File: config.mk
export PLATFORM = sky130hd
export DESIGN_NAME = oopc_ctrl
export DESIGN_NICKNAME = d
export VERILOG_FILES = /design/src/rtl/oopc_pkg.sv /design/src/rtl/oopc_ctrl.sv
export SDC_FILE = /design/constraint.sdc
export NUM_CORES = 1
export LEC_CHECK = 0
export ABC_AREA = 0
export BUFFER_PORTS_ARGS = -buffer_cell sky130_fd_sc_hd__clkbuf_2
export CORE_ASPECT_RATIO = 0.5
export CORE_UTILIZATION = 40
export DETAILED_ROUTE_END_ITERATION = 16
export HOLD_SLACK_MARGIN = 0.02
export SLEW_MARGIN = 20
export SYNTH_ARGS = -nofsm -noshare
export SYNTH_HDL_FRONTEND = slang
export SYNTH_SLANG_ARGS = --single-unit
File: constraint.sdc
create_clock -name clock -period 16.2 [get_ports clock]
set_clock_uncertainty 0.2 [all_clocks]
set_input_delay 0.81 -clock clock [delete_from_list [all_inputs] [get_ports clock]]
set_output_delay 0.81 -clock clock [all_outputs]
set_load 0.05 [all_outputs]
File: src/rtl/oopc_pkg.sv
// ----------------------------------------------------------------------------
// oopc_pkg
// Shared types, constants and helpers of the order-preserving compactor.
// ----------------------------------------------------------------------------
`default_nettype none

package oopc_pkg;

   localparam int MAX_ITEMS_DEF    = 64;
   localparam int PAYLOAD_BITS_DEF = 64;
   localparam int PTR_W            = 7;   // holds any index or count up to 64
   localparam int TOTAL_W          = 7;
   localparam int DATA_W           = 64;
   localparam int RSP_DATA_W       = 72;

   typedef enum logic [3:0] {
      ST_LOAD,
      ST_ENTER,
      ST_EVAL,
      ST_LEAF_EVAL,
      ST_RETURN,
      ST_LOOP,
      ST_SW_RD,
      ST_SW_WA,
      ST_SW_WB,
      ST_EM_RD,
      ST_EM_LD,
      ST_EM_WAIT
   } state_type;

   typedef enum logic {
      KIND_ANY,
      KIND_POW
   } kind_type;

   typedef struct packed {
      logic             load_we;
      logic [PTR_W-1:0] load_idx;
      logic             mem_rd;
      logic [PTR_W-1:0] rd_a;
      logic [PTR_W-1:0] rd_b;
      logic             wr_en;
      logic [PTR_W-1:0] wr_addr;
      logic             wr_from_b;
      logic             pfx_rd;
      logic [PTR_W-1:0] pfx_a;
      logic [PTR_W-1:0] pfx_b;
      logic             out_load;
      logic             out_last;
      logic             total_clr;
   } dp_cmd_type;

   typedef struct packed {
      kind_type         kind;
      logic [1:0]       phase;
      logic [PTR_W-1:0] base;
      logic [PTR_W-1:0] n;
      logic [PTR_W-1:0] off;
      logic [PTR_W-1:0] m;
   } frame_type;

   function automatic logic [PTR_W-1:0] hi_pow2(input logic [PTR_W-1:0] n);
      logic [PTR_W-1:0] p;
      logic             found;
      p     = '0;
      found = 1'b0;
      for (int k = PTR_W - 1; k >= 0; k--) begin
         if (!found && n[k]) begin
            p[k]  = 1'b1;
            found = 1'b1;
         end
      end
      return p;
   endfunction

endpackage

`default_nettype wire

File: src/rtl/oopc_ctrl.sv
// ----------------------------------------------------------------------------
// oopc_ctrl
// Sequencer: loads the run, walks the compaction recursion on a frame stack,
// issues swap and emit commands to the datapath.
// ----------------------------------------------------------------------------
`default_nettype none

module oopc_ctrl #(
   parameter int MAX_ITEMS = oopc_pkg::MAX_ITEMS_DEF
) (
   input  wire                           clock,
   input  wire                           reset,
   input  wire                           req_tvalid,
   input  wire                           req_tlast,
   output logic                          req_tready,
   output logic                          rsp_tvalid,
   input  wire                           rsp_tready,
   output oopc_pkg::dp_cmd_type          cmd,
   input  wire  [oopc_pkg::PTR_W-1:0]    pfx_diff
);

   localparam int P         = oopc_pkg::PTR_W;
   localparam int IDX_W     = (MAX_ITEMS > 2) ? $clog2(MAX_ITEMS) : 1;
   localparam int STK_DEPTH = 2 * IDX_W + 2;
   localparam int STK_IDX_W = $clog2(STK_DEPTH);
   localparam int SP_W      = $clog2(STK_DEPTH + 1);

   oopc_pkg::state_type state_ff, state_in;
   logic [P-1:0]        cnt_ff, cnt_in;
   logic [SP_W-1:0]     sp_ff, sp_in;
   oopc_pkg::frame_type stack_ff [STK_DEPTH];
   logic [P-1:0]        i_ff, i_in;
   logic [P-1:0]        j_ff, j_in;
   logic                flag_ff, flag_in;
   logic                leaf_ff, leaf_in;
   logic [P-1:0]        sw_a_ff, sw_a_in;
   logic [P-1:0]        sw_b_ff, sw_b_in;

   logic                push, pop, upd;
   oopc_pkg::frame_type push_frame, upd_frame, top;
   logic [SP_W-1:0]     sp_dec;
   logic [STK_IDX_W-1:0] top_idx, push_idx;

   logic [P-1:0] p, s, h, hmask, om, om1, po, split, loop_len, far, addr_a, addr_b;
   logic         flag0, cond, is_pow, leaf_cond;

   assign sp_dec   = sp_ff - 1'b1;
   assign top_idx  = sp_dec[STK_IDX_W-1:0];
   assign push_idx = sp_ff[STK_IDX_W-1:0];
   assign top      = stack_ff[top_idx];
   assign is_pow   = (top.kind == oopc_pkg::KIND_POW);

   assign p        = oopc_pkg::hi_pow2(top.n);
   assign s        = top.n - p;
   assign h        = top.n >> 1;
   assign hmask    = h - 1'b1;
   assign om       = top.off & hmask;
   assign om1      = (top.off + top.m) & hmask;
   assign flag0    = ((om + top.m) >= h) ^ (top.off >= h);
   assign po       = (p - s + top.m) & (p - 1'b1);
   assign split    = (top.n == P'(2)) ? P'(1) : (is_pow ? h : s);
   assign loop_len = is_pow ? h : s;
   assign far      = is_pow ? h : p;
   assign addr_a   = top.base + i_ff;
   assign addr_b   = top.base + far + i_ff;
   assign cond     = is_pow ? (flag_ff ^ (i_ff == om1)) : (i_ff >= top.m);
   assign leaf_cond = (~top.m[0] & pfx_diff[0]) ^ (is_pow & top.off[0]);

   always_ff @(posedge clock) begin
      if (reset) begin
         state_ff <= oopc_pkg::ST_LOAD;
         cnt_ff   <= '0;
         sp_ff    <= '0;
      end else begin
         state_ff <= state_in;
         cnt_ff   <= cnt_in;
         sp_ff    <= sp_in;
      end
   end

   always_ff @(posedge clock) begin
      i_ff    <= i_in;
      j_ff    <= j_in;
      flag_ff <= flag_in;
      leaf_ff <= leaf_in;
      sw_a_ff <= sw_a_in;
      sw_b_ff <= sw_b_in;
      if (upd) begin
         stack_ff[top_idx] <= upd_frame;
      end
      if (push) begin
         stack_ff[push_idx] <= push_frame;
      end
   end

   always_comb begin
      state_in   = state_ff;
      cnt_in     = cnt_ff;
      i_in       = i_ff;
      j_in       = j_ff;
      flag_in    = flag_ff;
      leaf_in    = leaf_ff;
      sw_a_in    = sw_a_ff;
      sw_b_in    = sw_b_ff;
      push       = 1'b0;
      pop        = 1'b0;
      upd        = 1'b0;
      push_frame = top;
      upd_frame  = top;
      cmd        = '0;
      req_tready = 1'b0;
      rsp_tvalid = 1'b0;

      case (state_ff)
         oopc_pkg::ST_LOAD: begin
            req_tready = 1'b1;
            if (req_tvalid) begin
               cmd.load_we  = 1'b1;
               cmd.load_idx = cnt_ff;
               cnt_in       = cnt_ff + 1'b1;
               if (req_tlast || cnt_ff == P'(MAX_ITEMS - 1)) begin
                  push       = 1'b1;
                  push_frame = '{kind: oopc_pkg::KIND_ANY, phase: 2'd0, base: '0,
                                 n: cnt_ff + 1'b1, off: '0, m: '0};
                  state_in   = oopc_pkg::ST_ENTER;
               end
            end
         end
         oopc_pkg::ST_ENTER: begin
            if (top.n < P'(2)) begin
               pop      = 1'b1;
               state_in = oopc_pkg::ST_RETURN;
            end else begin
               cmd.pfx_rd = 1'b1;
               cmd.pfx_a  = top.base + split;
               cmd.pfx_b  = top.base;
               state_in   = oopc_pkg::ST_EVAL;
            end
         end
         oopc_pkg::ST_EVAL: begin
            upd         = 1'b1;
            upd_frame.m = pfx_diff;
            if (top.n == P'(2)) begin
               cmd.pfx_rd = 1'b1;
               cmd.pfx_a  = top.base + P'(2);
               cmd.pfx_b  = top.base + P'(1);
               state_in   = oopc_pkg::ST_LEAF_EVAL;
            end else begin
               upd_frame.phase = 2'd1;
               push            = 1'b1;
               if (is_pow) begin
                  push_frame = '{kind: oopc_pkg::KIND_POW, phase: 2'd0, base: top.base,
                                 n: h, off: om, m: '0};
               end else begin
                  push_frame = '{kind: oopc_pkg::KIND_ANY, phase: 2'd0, base: top.base,
                                 n: s, off: '0, m: '0};
               end
               state_in = oopc_pkg::ST_ENTER;
            end
         end
         oopc_pkg::ST_LEAF_EVAL: begin
            if (leaf_cond) begin
               sw_a_in  = top.base;
               sw_b_in  = top.base + P'(1);
               leaf_in  = 1'b1;
               state_in = oopc_pkg::ST_SW_RD;
            end else begin
               pop      = 1'b1;
               state_in = oopc_pkg::ST_RETURN;
            end
         end
         oopc_pkg::ST_RETURN: begin
            if (sp_ff == '0) begin
               j_in     = '0;
               state_in = oopc_pkg::ST_EM_RD;
            end else if (top.phase == 2'd1) begin
               upd             = 1'b1;
               upd_frame.phase = 2'd2;
               push            = 1'b1;
               if (is_pow) begin
                  push_frame = '{kind: oopc_pkg::KIND_POW, phase: 2'd0,
                                 base: top.base + h, n: h, off: om1, m: '0};
               end else begin
                  push_frame = '{kind: oopc_pkg::KIND_POW, phase: 2'd0,
                                 base: top.base + s, n: p, off: po, m: '0};
               end
               state_in = oopc_pkg::ST_ENTER;
            end else begin
               i_in     = '0;
               flag_in  = flag0;
               state_in = oopc_pkg::ST_LOOP;
            end
         end
         oopc_pkg::ST_LOOP: begin
            if (i_ff >= loop_len) begin
               pop      = 1'b1;
               state_in = oopc_pkg::ST_RETURN;
            end else if (cond) begin
               sw_a_in  = addr_a;
               sw_b_in  = addr_b;
               leaf_in  = 1'b0;
               state_in = oopc_pkg::ST_SW_RD;
            end else begin
               flag_in = cond;
               i_in    = i_ff + 1'b1;
            end
         end
         oopc_pkg::ST_SW_RD: begin
            cmd.mem_rd = 1'b1;
            cmd.rd_a   = sw_a_ff;
            cmd.rd_b   = sw_b_ff;
            state_in   = oopc_pkg::ST_SW_WA;
         end
         oopc_pkg::ST_SW_WA: begin
            cmd.wr_en     = 1'b1;
            cmd.wr_addr   = sw_a_ff;
            cmd.wr_from_b = 1'b1;
            state_in      = oopc_pkg::ST_SW_WB;
         end
         oopc_pkg::ST_SW_WB: begin
            cmd.wr_en   = 1'b1;
            cmd.wr_addr = sw_b_ff;
            if (leaf_ff) begin
               pop      = 1'b1;
               state_in = oopc_pkg::ST_RETURN;
            end else begin
               flag_in  = cond;
               i_in     = i_ff + 1'b1;
               state_in = oopc_pkg::ST_LOOP;
            end
         end
         oopc_pkg::ST_EM_RD: begin
            cmd.mem_rd = 1'b1;
            cmd.rd_a   = j_ff;
            cmd.rd_b   = j_ff;
            state_in   = oopc_pkg::ST_EM_LD;
         end
         oopc_pkg::ST_EM_LD: begin
            cmd.out_load = 1'b1;
            cmd.out_last = (j_ff + 1'b1 == cnt_ff);
            state_in     = oopc_pkg::ST_EM_WAIT;
         end
         oopc_pkg::ST_EM_WAIT: begin
            rsp_tvalid = 1'b1;
            if (rsp_tready) begin
               if (j_ff + 1'b1 == cnt_ff) begin
                  cnt_in        = '0;
                  cmd.total_clr = 1'b1;
                  state_in      = oopc_pkg::ST_LOAD;
               end else begin
                  j_in     = j_ff + 1'b1;
                  state_in = oopc_pkg::ST_EM_RD;
               end
            end
         end
         default: begin
            state_in = oopc_pkg::ST_LOAD;
         end
      endcase

      sp_in = sp_ff + SP_W'(push) - SP_W'(pop);
   end

endmodule

`default_nettype wire

==> flow_metrics.env, run 1 <==
export IMPL_status="finished, final reports clean"
export IMPL_max_freq_mhz=113
export IMPL_arrival_ns=7.82
export IMPL_cts_tree="done"
export IMPL_ys_seq_area_share_pct=50.8
export IMPL_holdBufCountCts=0
export IMPL_cp_max_fo=49
export IMPL_areaGrowthSynthToFinish_pct=9.32
export IMPL_hpwlAfterDp_um=55300
export IMPL_clock_latency_ns=0.62
export IMPL_portBuffers=63
export IMPL_grt_overflow=0
export IMPL_finalCritPeriodShare_pct=54.5
export IMPL_fill_cells=6419
export IMPL_first_global_vias=19400
export IMPL_gp_congestion=0.962
export IMPL_muxShareOfSynthArea_pct=11.0
export IMPL_slew_viol_final=0
export IMPL_num_io_pins=64
export IMPL_dpl_instance_area_um2=29100
export IMPL_drt_iter0_drc=2939
export IMPL_remaining_drc_errors=0
export IMPL_synth_simple_area_share_pct=11.9
export IMPL_synth_area_per_cell_um2=11.1
export IMPL_dr_pass1_iters=6
export IMPL_clkTransAtPathRegs_ns=0.06
export IMPL_synth_top_family_by_area="compound AO/OA/AOI/OAI gates"
export IMPL_final_util_pct=44.3
export IMPL_die_area_um2=71200
export IMPL_syn_inst=2537
export IMPL_worst_pin_slew_ns=1.19
export IMPL_rsz0062_at_grt="no"
export IMPL_syn_area_um2=28000
export IMPL_ant_nets=0
export IMPL_yosysUniqueCellTypes=82
export IMPL_wl_per_cell_um=26.3
export IMPL_synth_ff_type="edfxtp_1"
export IMPL_start_util_pct=40.5
export IMPL_startpoint_type="flop"
export IMPL_antenna_found_initial=0
export IMPL_synth_top_area_share_pct=49.7
export IMPL_synthXorXnorAreaFrac_pct=2.84
export IMPL_die_x_um=376
export IMPL_cp_required_ns=15.19
export IMPL_syn_num_nets=2653
export IMPL_setup_viol=0
export IMPL_synth_top_area_cell="edfxtp_1"
export IMPL_antenna_cells=0
export IMPL_ys_ff_latch=479
export IMPL_clockRootBuffer="clkbuf_16"
export IMPL_nets=2611
export IMPL_htree_levels=2
export IMPL_cp_end_kind="output pin"
export IMPL_coreArea_um2=69200
export IMPL_synth_fa_ha_area_share_pct=5.24
export IMPL_wl_um=91600
export IMPL_die_h_um=189
export IMPL_relSlewSlack_pct=20.8
export IMPL_synth_compound_area_share_pct=13.4
export IMPL_cts_max_path_buffers=3
export IMPL_yosys_warnings=0
export IMPL_track_usage_pct=25.4
export IMPL_layout_drive_gt1_share_pct=15.5
export IMPL_maxCapViolCount=0
export IMPL_fin_area_um2=30700
export IMPL_cts_buffers=49
export IMPL_hold_viol=0
export IMPL_cts_sinks=479
export IMPL_hold_path_class="flop to flop"
export IMPL_path_class="flop to output pin"
export IMPL_post_cts_buffers=0
export IMPL_final_min_clock_period_ns=8.83
export IMPL_grt_first_pass_wirelength_um=132000
export IMPL_synth_edf_count=464
export IMPL_grt_max_degree=106
export IMPL_post_cts_resized=0
export IMPL_synthArstFlopShare_pct=0
export IMPL_via_per_inst=6.00
export IMPL_vias=20900
export IMPL_rows=68
export IMPL_tns_ns=0
export IMPL_synth_area_leaders="edfxtp_1 50%, mux4_2 6.9%, nor2_1 5.9%"
area by class of cell:
cell class | instances | area (µm²) | area share (%)
sequential | 479 | 14200 | 46.4
multi-input combinational | 1763 | 12600 | 41.2
clock inverter | 33 | 280 | 0.914
clock buffer | 57 | 1260 | 4.10
tap | 945 | 1180 | 3.86
inverter | 81 | 304 | 0.992
timing repair buffer | 121 | 763 | 2.49
registers in the layout (all words and copies together) (netlist names):
name	count
i_ff	7
cnt_ff	7
flag_ff	1
stack_ff	434
state_ff	4
sw_b_ff	7
push_idx	4
sw_a_ff	7
j_ff	7
leaf_ff	1
critical path: stages (launching register included):
cell and delay [ns]:
dfxtp_4 0.68, inv_1 0.26, ha_4 0.89, buf_4 0.76, mux4_1 0.40, mux4_2 0.80
inv_2 0.32, nand2_1 0.17, o21ai_0 0.23, a22oi_1 0.19, or2_2 0.37, ha_1 0.23
fa_1 0.47, a21o_1 0.18, a21o_1 0.20, a21o_1 0.18, a21oi_1 0.19, xnor2_1 0.10
o22ai_1 0.19, clkbuf_2 0.33
per-stage QoR:
step           hold WS [ns]  std cells  setup slack, ns
2_1_floorplan         0.297       2537             9.08
3_3_place_gp          0.365       3387             7.89
3_5_place_dp          0.360       3387             7.76
6_report              0.383       3479             7.37
5_1_grt               0.405       3479             7.06
4_1_cts               0.371       3477             7.41
cells by family (layout without fill, tap and decap cells):
kind of cell             count (synthesis)  after routing
other                                    1              1
AND/OR/NAND/NOR                        788            788
AO/OA/AOI/OAI                          621            621
flip-flops                             479            479
multiplexers                           155            155
XOR/XNOR                                90             90
buffers and inverters                  295            292
adder cells (fa/ha/maj)                108            108
cell usage in the layout, fill, tap and decap left out, types with 14 or more instances in the layout:
cell type  Yosys  layout
a21o_1        35      34
a21oi_1      302     297
a22o_1        23      23
buf_4         19      57
clkbuf_16      0      49
clkbuf_2       0      63
clkinv_2       0      14
dfxtp_1       15      14
edfxtp_1     464     464
fa_1          17      17
ha_1          87      86
inv_1         71      71
mux2_2        23      23
mux2i_1       20      17
mux4_1        26      26
mux4_2        86      86
nand2_1      198     187
nand3_1       32      32
nor2_1       443     441
nor3_1        18      17
o211ai_1      33      33
o21ai_0      105     103
o22ai_1       23      22
xnor2_1       69      66
xor2_1        20      20
synth_stat cells (35+ instances only):
cell and instances:
mux4_2 86, a21oi_1 302, clkbuf_1 72, edfxtp_1 464
nor2_1 443, nand2_1 198, o21ai_0 105, buf_2 86
a21o_1 35, ha_1 87, inv_1 71, xnor2_1 69
per-layer routing:
metal	GRT usage, %	vias to the layer above	part of all wire [%]
met5	0	-	0
met4	6.64	0	2.6
met3	5.10	141	11
met2	38.8	1157	44
met1	36.9	10400	42
li1	-	9210	-
worst paths after layout:
kind                          start                     end  slack, ns  cells past startpoint
max reg2reg  push_idx[0]$_SDFF_PP0_    sw_b_ff[6]$_DFFE_PP_       7.88                     17
min          cnt_ff[1]$_SDFFE_PP0P_  cnt_ff[1]$_SDFFE_PP0P_       0.38                      2
max          push_idx[0]$_SDFF_PP0_                 cmd[16]       7.37                     19
min reg2reg  cnt_ff[1]$_SDFFE_PP0P_  cnt_ff[1]$_SDFFE_PP0P_       0.38                      2
Power of run 1 is left out: the tool's default activity adds up to more than one toggle a clock period on the data nets, which glitch-free logic cannot reach.
==> run 2: changes to the inputs <==
==> constraint.sdc (replaced) <==
create_clock -name clock -period 8 [get_ports clock]
set_clock_uncertainty 0.2 [all_clocks]
set_input_delay 0.4 -clock clock [delete_from_list [all_inputs] [get_ports clock]]
set_output_delay 0.4 -clock clock [all_outputs]
set_load 0.05 [all_outputs]
==> run 2 against run 1 <==
Against the previous run:
- cell area grew 0.73%
- worst hold slack lost 0.32 ns
- setup slack lost 6.8 ns
- routed wire length shrank 1.1%
- non-clock buffer count grew 25
- global-route usage shrank 0.28 points
- cell count grew 0.60%
- core utilization grew 0.32 points
- register-to-register slack lost 7.2 ns
- die area is the same
- flip-flop and latch count is the same
- first-iteration DRC count grew 7.8%
- critical endpoint unchanged
==> flow_metrics.env, run 2 (synthesis results as in run 1) <==
export IMPL_cp_end_kind="output pin"
export IMPL_slowest_delay_ns=0.60
export IMPL_drt_iter0_drc=3169
export IMPL_min_from="rsp_tready"
export IMPL_nets=2634
export IMPL_hpwlAfterDp_um=58000
export IMPL_clockRootBuffer="clkbuf_16"
export IMPL_ff2ff_setup_slack_ns=0.71
export IMPL_post_cts_resized=0
export IMPL_wl_per_cell_um=25.9
export IMPL_die_h_um=189
export IMPL_die_x_um=376
export IMPL_num_io_pins=64
export IMPL_cts_sinks=479
export IMPL_mostFrequentLayoutCells="464 x edfxtp_1, 441 x nor2_1, 299 x a21oi_1, 187 x nand2_1, 102 x o21ai_0"
export IMPL_r2r_cells=20
export IMPL_clkTransAtPathRegs_ns=0.07
export IMPL_timing_rr_end="sw_a_ff[1]$_DFFE_PP_"
export IMPL_antenna_found_initial=0
export IMPL_first_global_vias=19700
export IMPL_remaining_drc_errors=0
export IMPL_arrival_ns=6.83
export IMPL_start_util_pct=40.5
export IMPL_rsz0062_at_grt="no"
export IMPL_post_cts_buffers=0
export IMPL_vias=20900
export IMPL_path_class="flop to output pin"
export IMPL_slew_viol_final=0
export IMPL_largest_register_ffs=434
export IMPL_min_to="state_ff[2]$_SDFFE_PP0P_"
export IMPL_wl_um=90700
export IMPL_relSlewSlack_pct=22.9
export IMPL_cts_max_path_buffers=3
export IMPL_setup_viol=0
export IMPL_reg2reg_from="push_idx[0]$_SDFF_PP0_"
export IMPL_cp_common_cell="a21o_1"
export IMPL_holdBufCountCts=1
export IMPL_final_min_clock_period_ns=7.43
export IMPL_layout_drive_gt1_share_pct=16.2
export IMPL_grt_max_degree=67
export IMPL_grt_first_pass_wirelength_um=133000
export IMPL_cp_max_fo=15
export IMPL_maxCapViolCount=0
export IMPL_max_freq_mhz=135
export IMPL_htree_levels=2
export IMPL_status="finished, final reports clean"
export IMPL_startpoint_type="flop"
export IMPL_whs_path_depth=3
export IMPL_finalCritPeriodShare_pct=92.9
export IMPL_hold_path_class="input port to flop"
export IMPL_cts_buffers=47
export IMPL_worst_pin_slew_ns=1.16
export IMPL_dr_pass1_iters=6
export IMPL_portBuffers=63
export IMPL_clock_latency_ns=0.63
export IMPL_die_area_um2=71200
export IMPL_cts_tree="done"
export IMPL_gp_congestion=0.964
export IMPL_final_util_pct=44.6
export IMPL_crit_chain="inv_1 -> ha_1 -> a21boi_1 -> xnor2_2 -> buf_4 -> mux2i_1 -> mux2_2 -> clkinv_1 -> and4_1 -> or2_2 -> ha_1 -> fa_1 -> a21o_1 -> a21o_1 -> a21o_1 -> a21oi_1 -> xnor2_1 -> o22ai_1 -> clkbuf_2"
export IMPL_tns_ns=0
export IMPL_hold_viol=0
export IMPL_final_common_cell="edfxtp_1"
export IMPL_cp_required_ns=7.40
export IMPL_rows=68
export IMPL_ant_nets=0
export IMPL_top_register="stack_ff"
export IMPL_fill_cells=6372
export IMPL_coreArea_um2=69200
export IMPL_cp_slowest_cell="xnor2_2"
export IMPL_areaGrowthSynthToFinish_pct=10.1
export IMPL_grt_overflow=0
export IMPL_track_usage_pct=25.1
export IMPL_antenna_cells=0
export IMPL_via_per_inst=5.98
-- run 2: how the worst max path moves through the flow --
stage | startpoint | end | depth (start not counted)
2_1_floorplan | push_idx[0]$_SDFF_PP0_ | flag_ff$_DFFE_PP_ | 26
3_3_place_gp | push_idx[0]$_SDFF_PP0_ | sw_b_ff[5]$_DFFE_PP_ | 20
3_5_place_dp | push_idx[0]$_SDFF_PP0_ | sw_a_ff[1]$_DFFE_PP_ | 20
4_1_cts | push_idx[2]$_SDFF_PP0_ | cmd[16] | 19
5_1_grt | push_idx[2]$_SDFF_PP0_ | cmd[16] | 20
6_report | push_idx[2]$_SDFF_PP0_ | cmd[16] | 19
-- run 2: through the flow --
step / setup WS (ns) / instances / hold WS [ns] / instance area [µm²]
6_report: 0.569 / 3500 / 0.0645 / 30900
5_1_grt: 0.407 / 3500 / 0.121 / 30900
4_1_cts: 0.651 / 3498 / 0.0604 / 30900
3_5_place_dp: 0.870 / 3411 / 0.362 / 29300
3_3_place_gp: 1.06 / 3411 / 0.362 / 29300
2_1_floorplan: 0.885 / 2537 / 0.272 / 28000
-- run 2: layer usage --
layer / share of wire (%) / wire length, µm / GRT usage (%)
met1: 43 / 38600 / 36.1
met2: 45 / 40900 / 39.2
met3: 9.8 / 8910 / 4.41
met4: 2.4 / 2130 / 6.32
met5: 0.18 / 159 / 1.62
-- run 2: area by class of cell --
class,instances,area [µm²],share of cell area (%)
well taps,945,1180,3.83
flip-flops and latches,479,14200,46.1
multi-input cells,1763,12600,40.8
inverters,81,304,0.985
repair buffers,146,991,3.21
clock buffers,54,1220,3.96
clock inverters,32,339,1.10
-- run 2: worst max-delay path, delay by kind of cell, from the launching register on --
family / cells / cell delay [ns]
multiplexers: 2 / 0.68
adder cells (fa/ha/maj): 3 / 0.98
AND/OR/NAND/NOR: 2 / 0.85
AO/OA/AOI/OAI: 6 / 1.15
flip-flops: 1 / 0.57
XOR/XNOR: 2 / 0.70
buffers and inverters: 4 / 1.27
Power of run 2 is left out for the same reason.
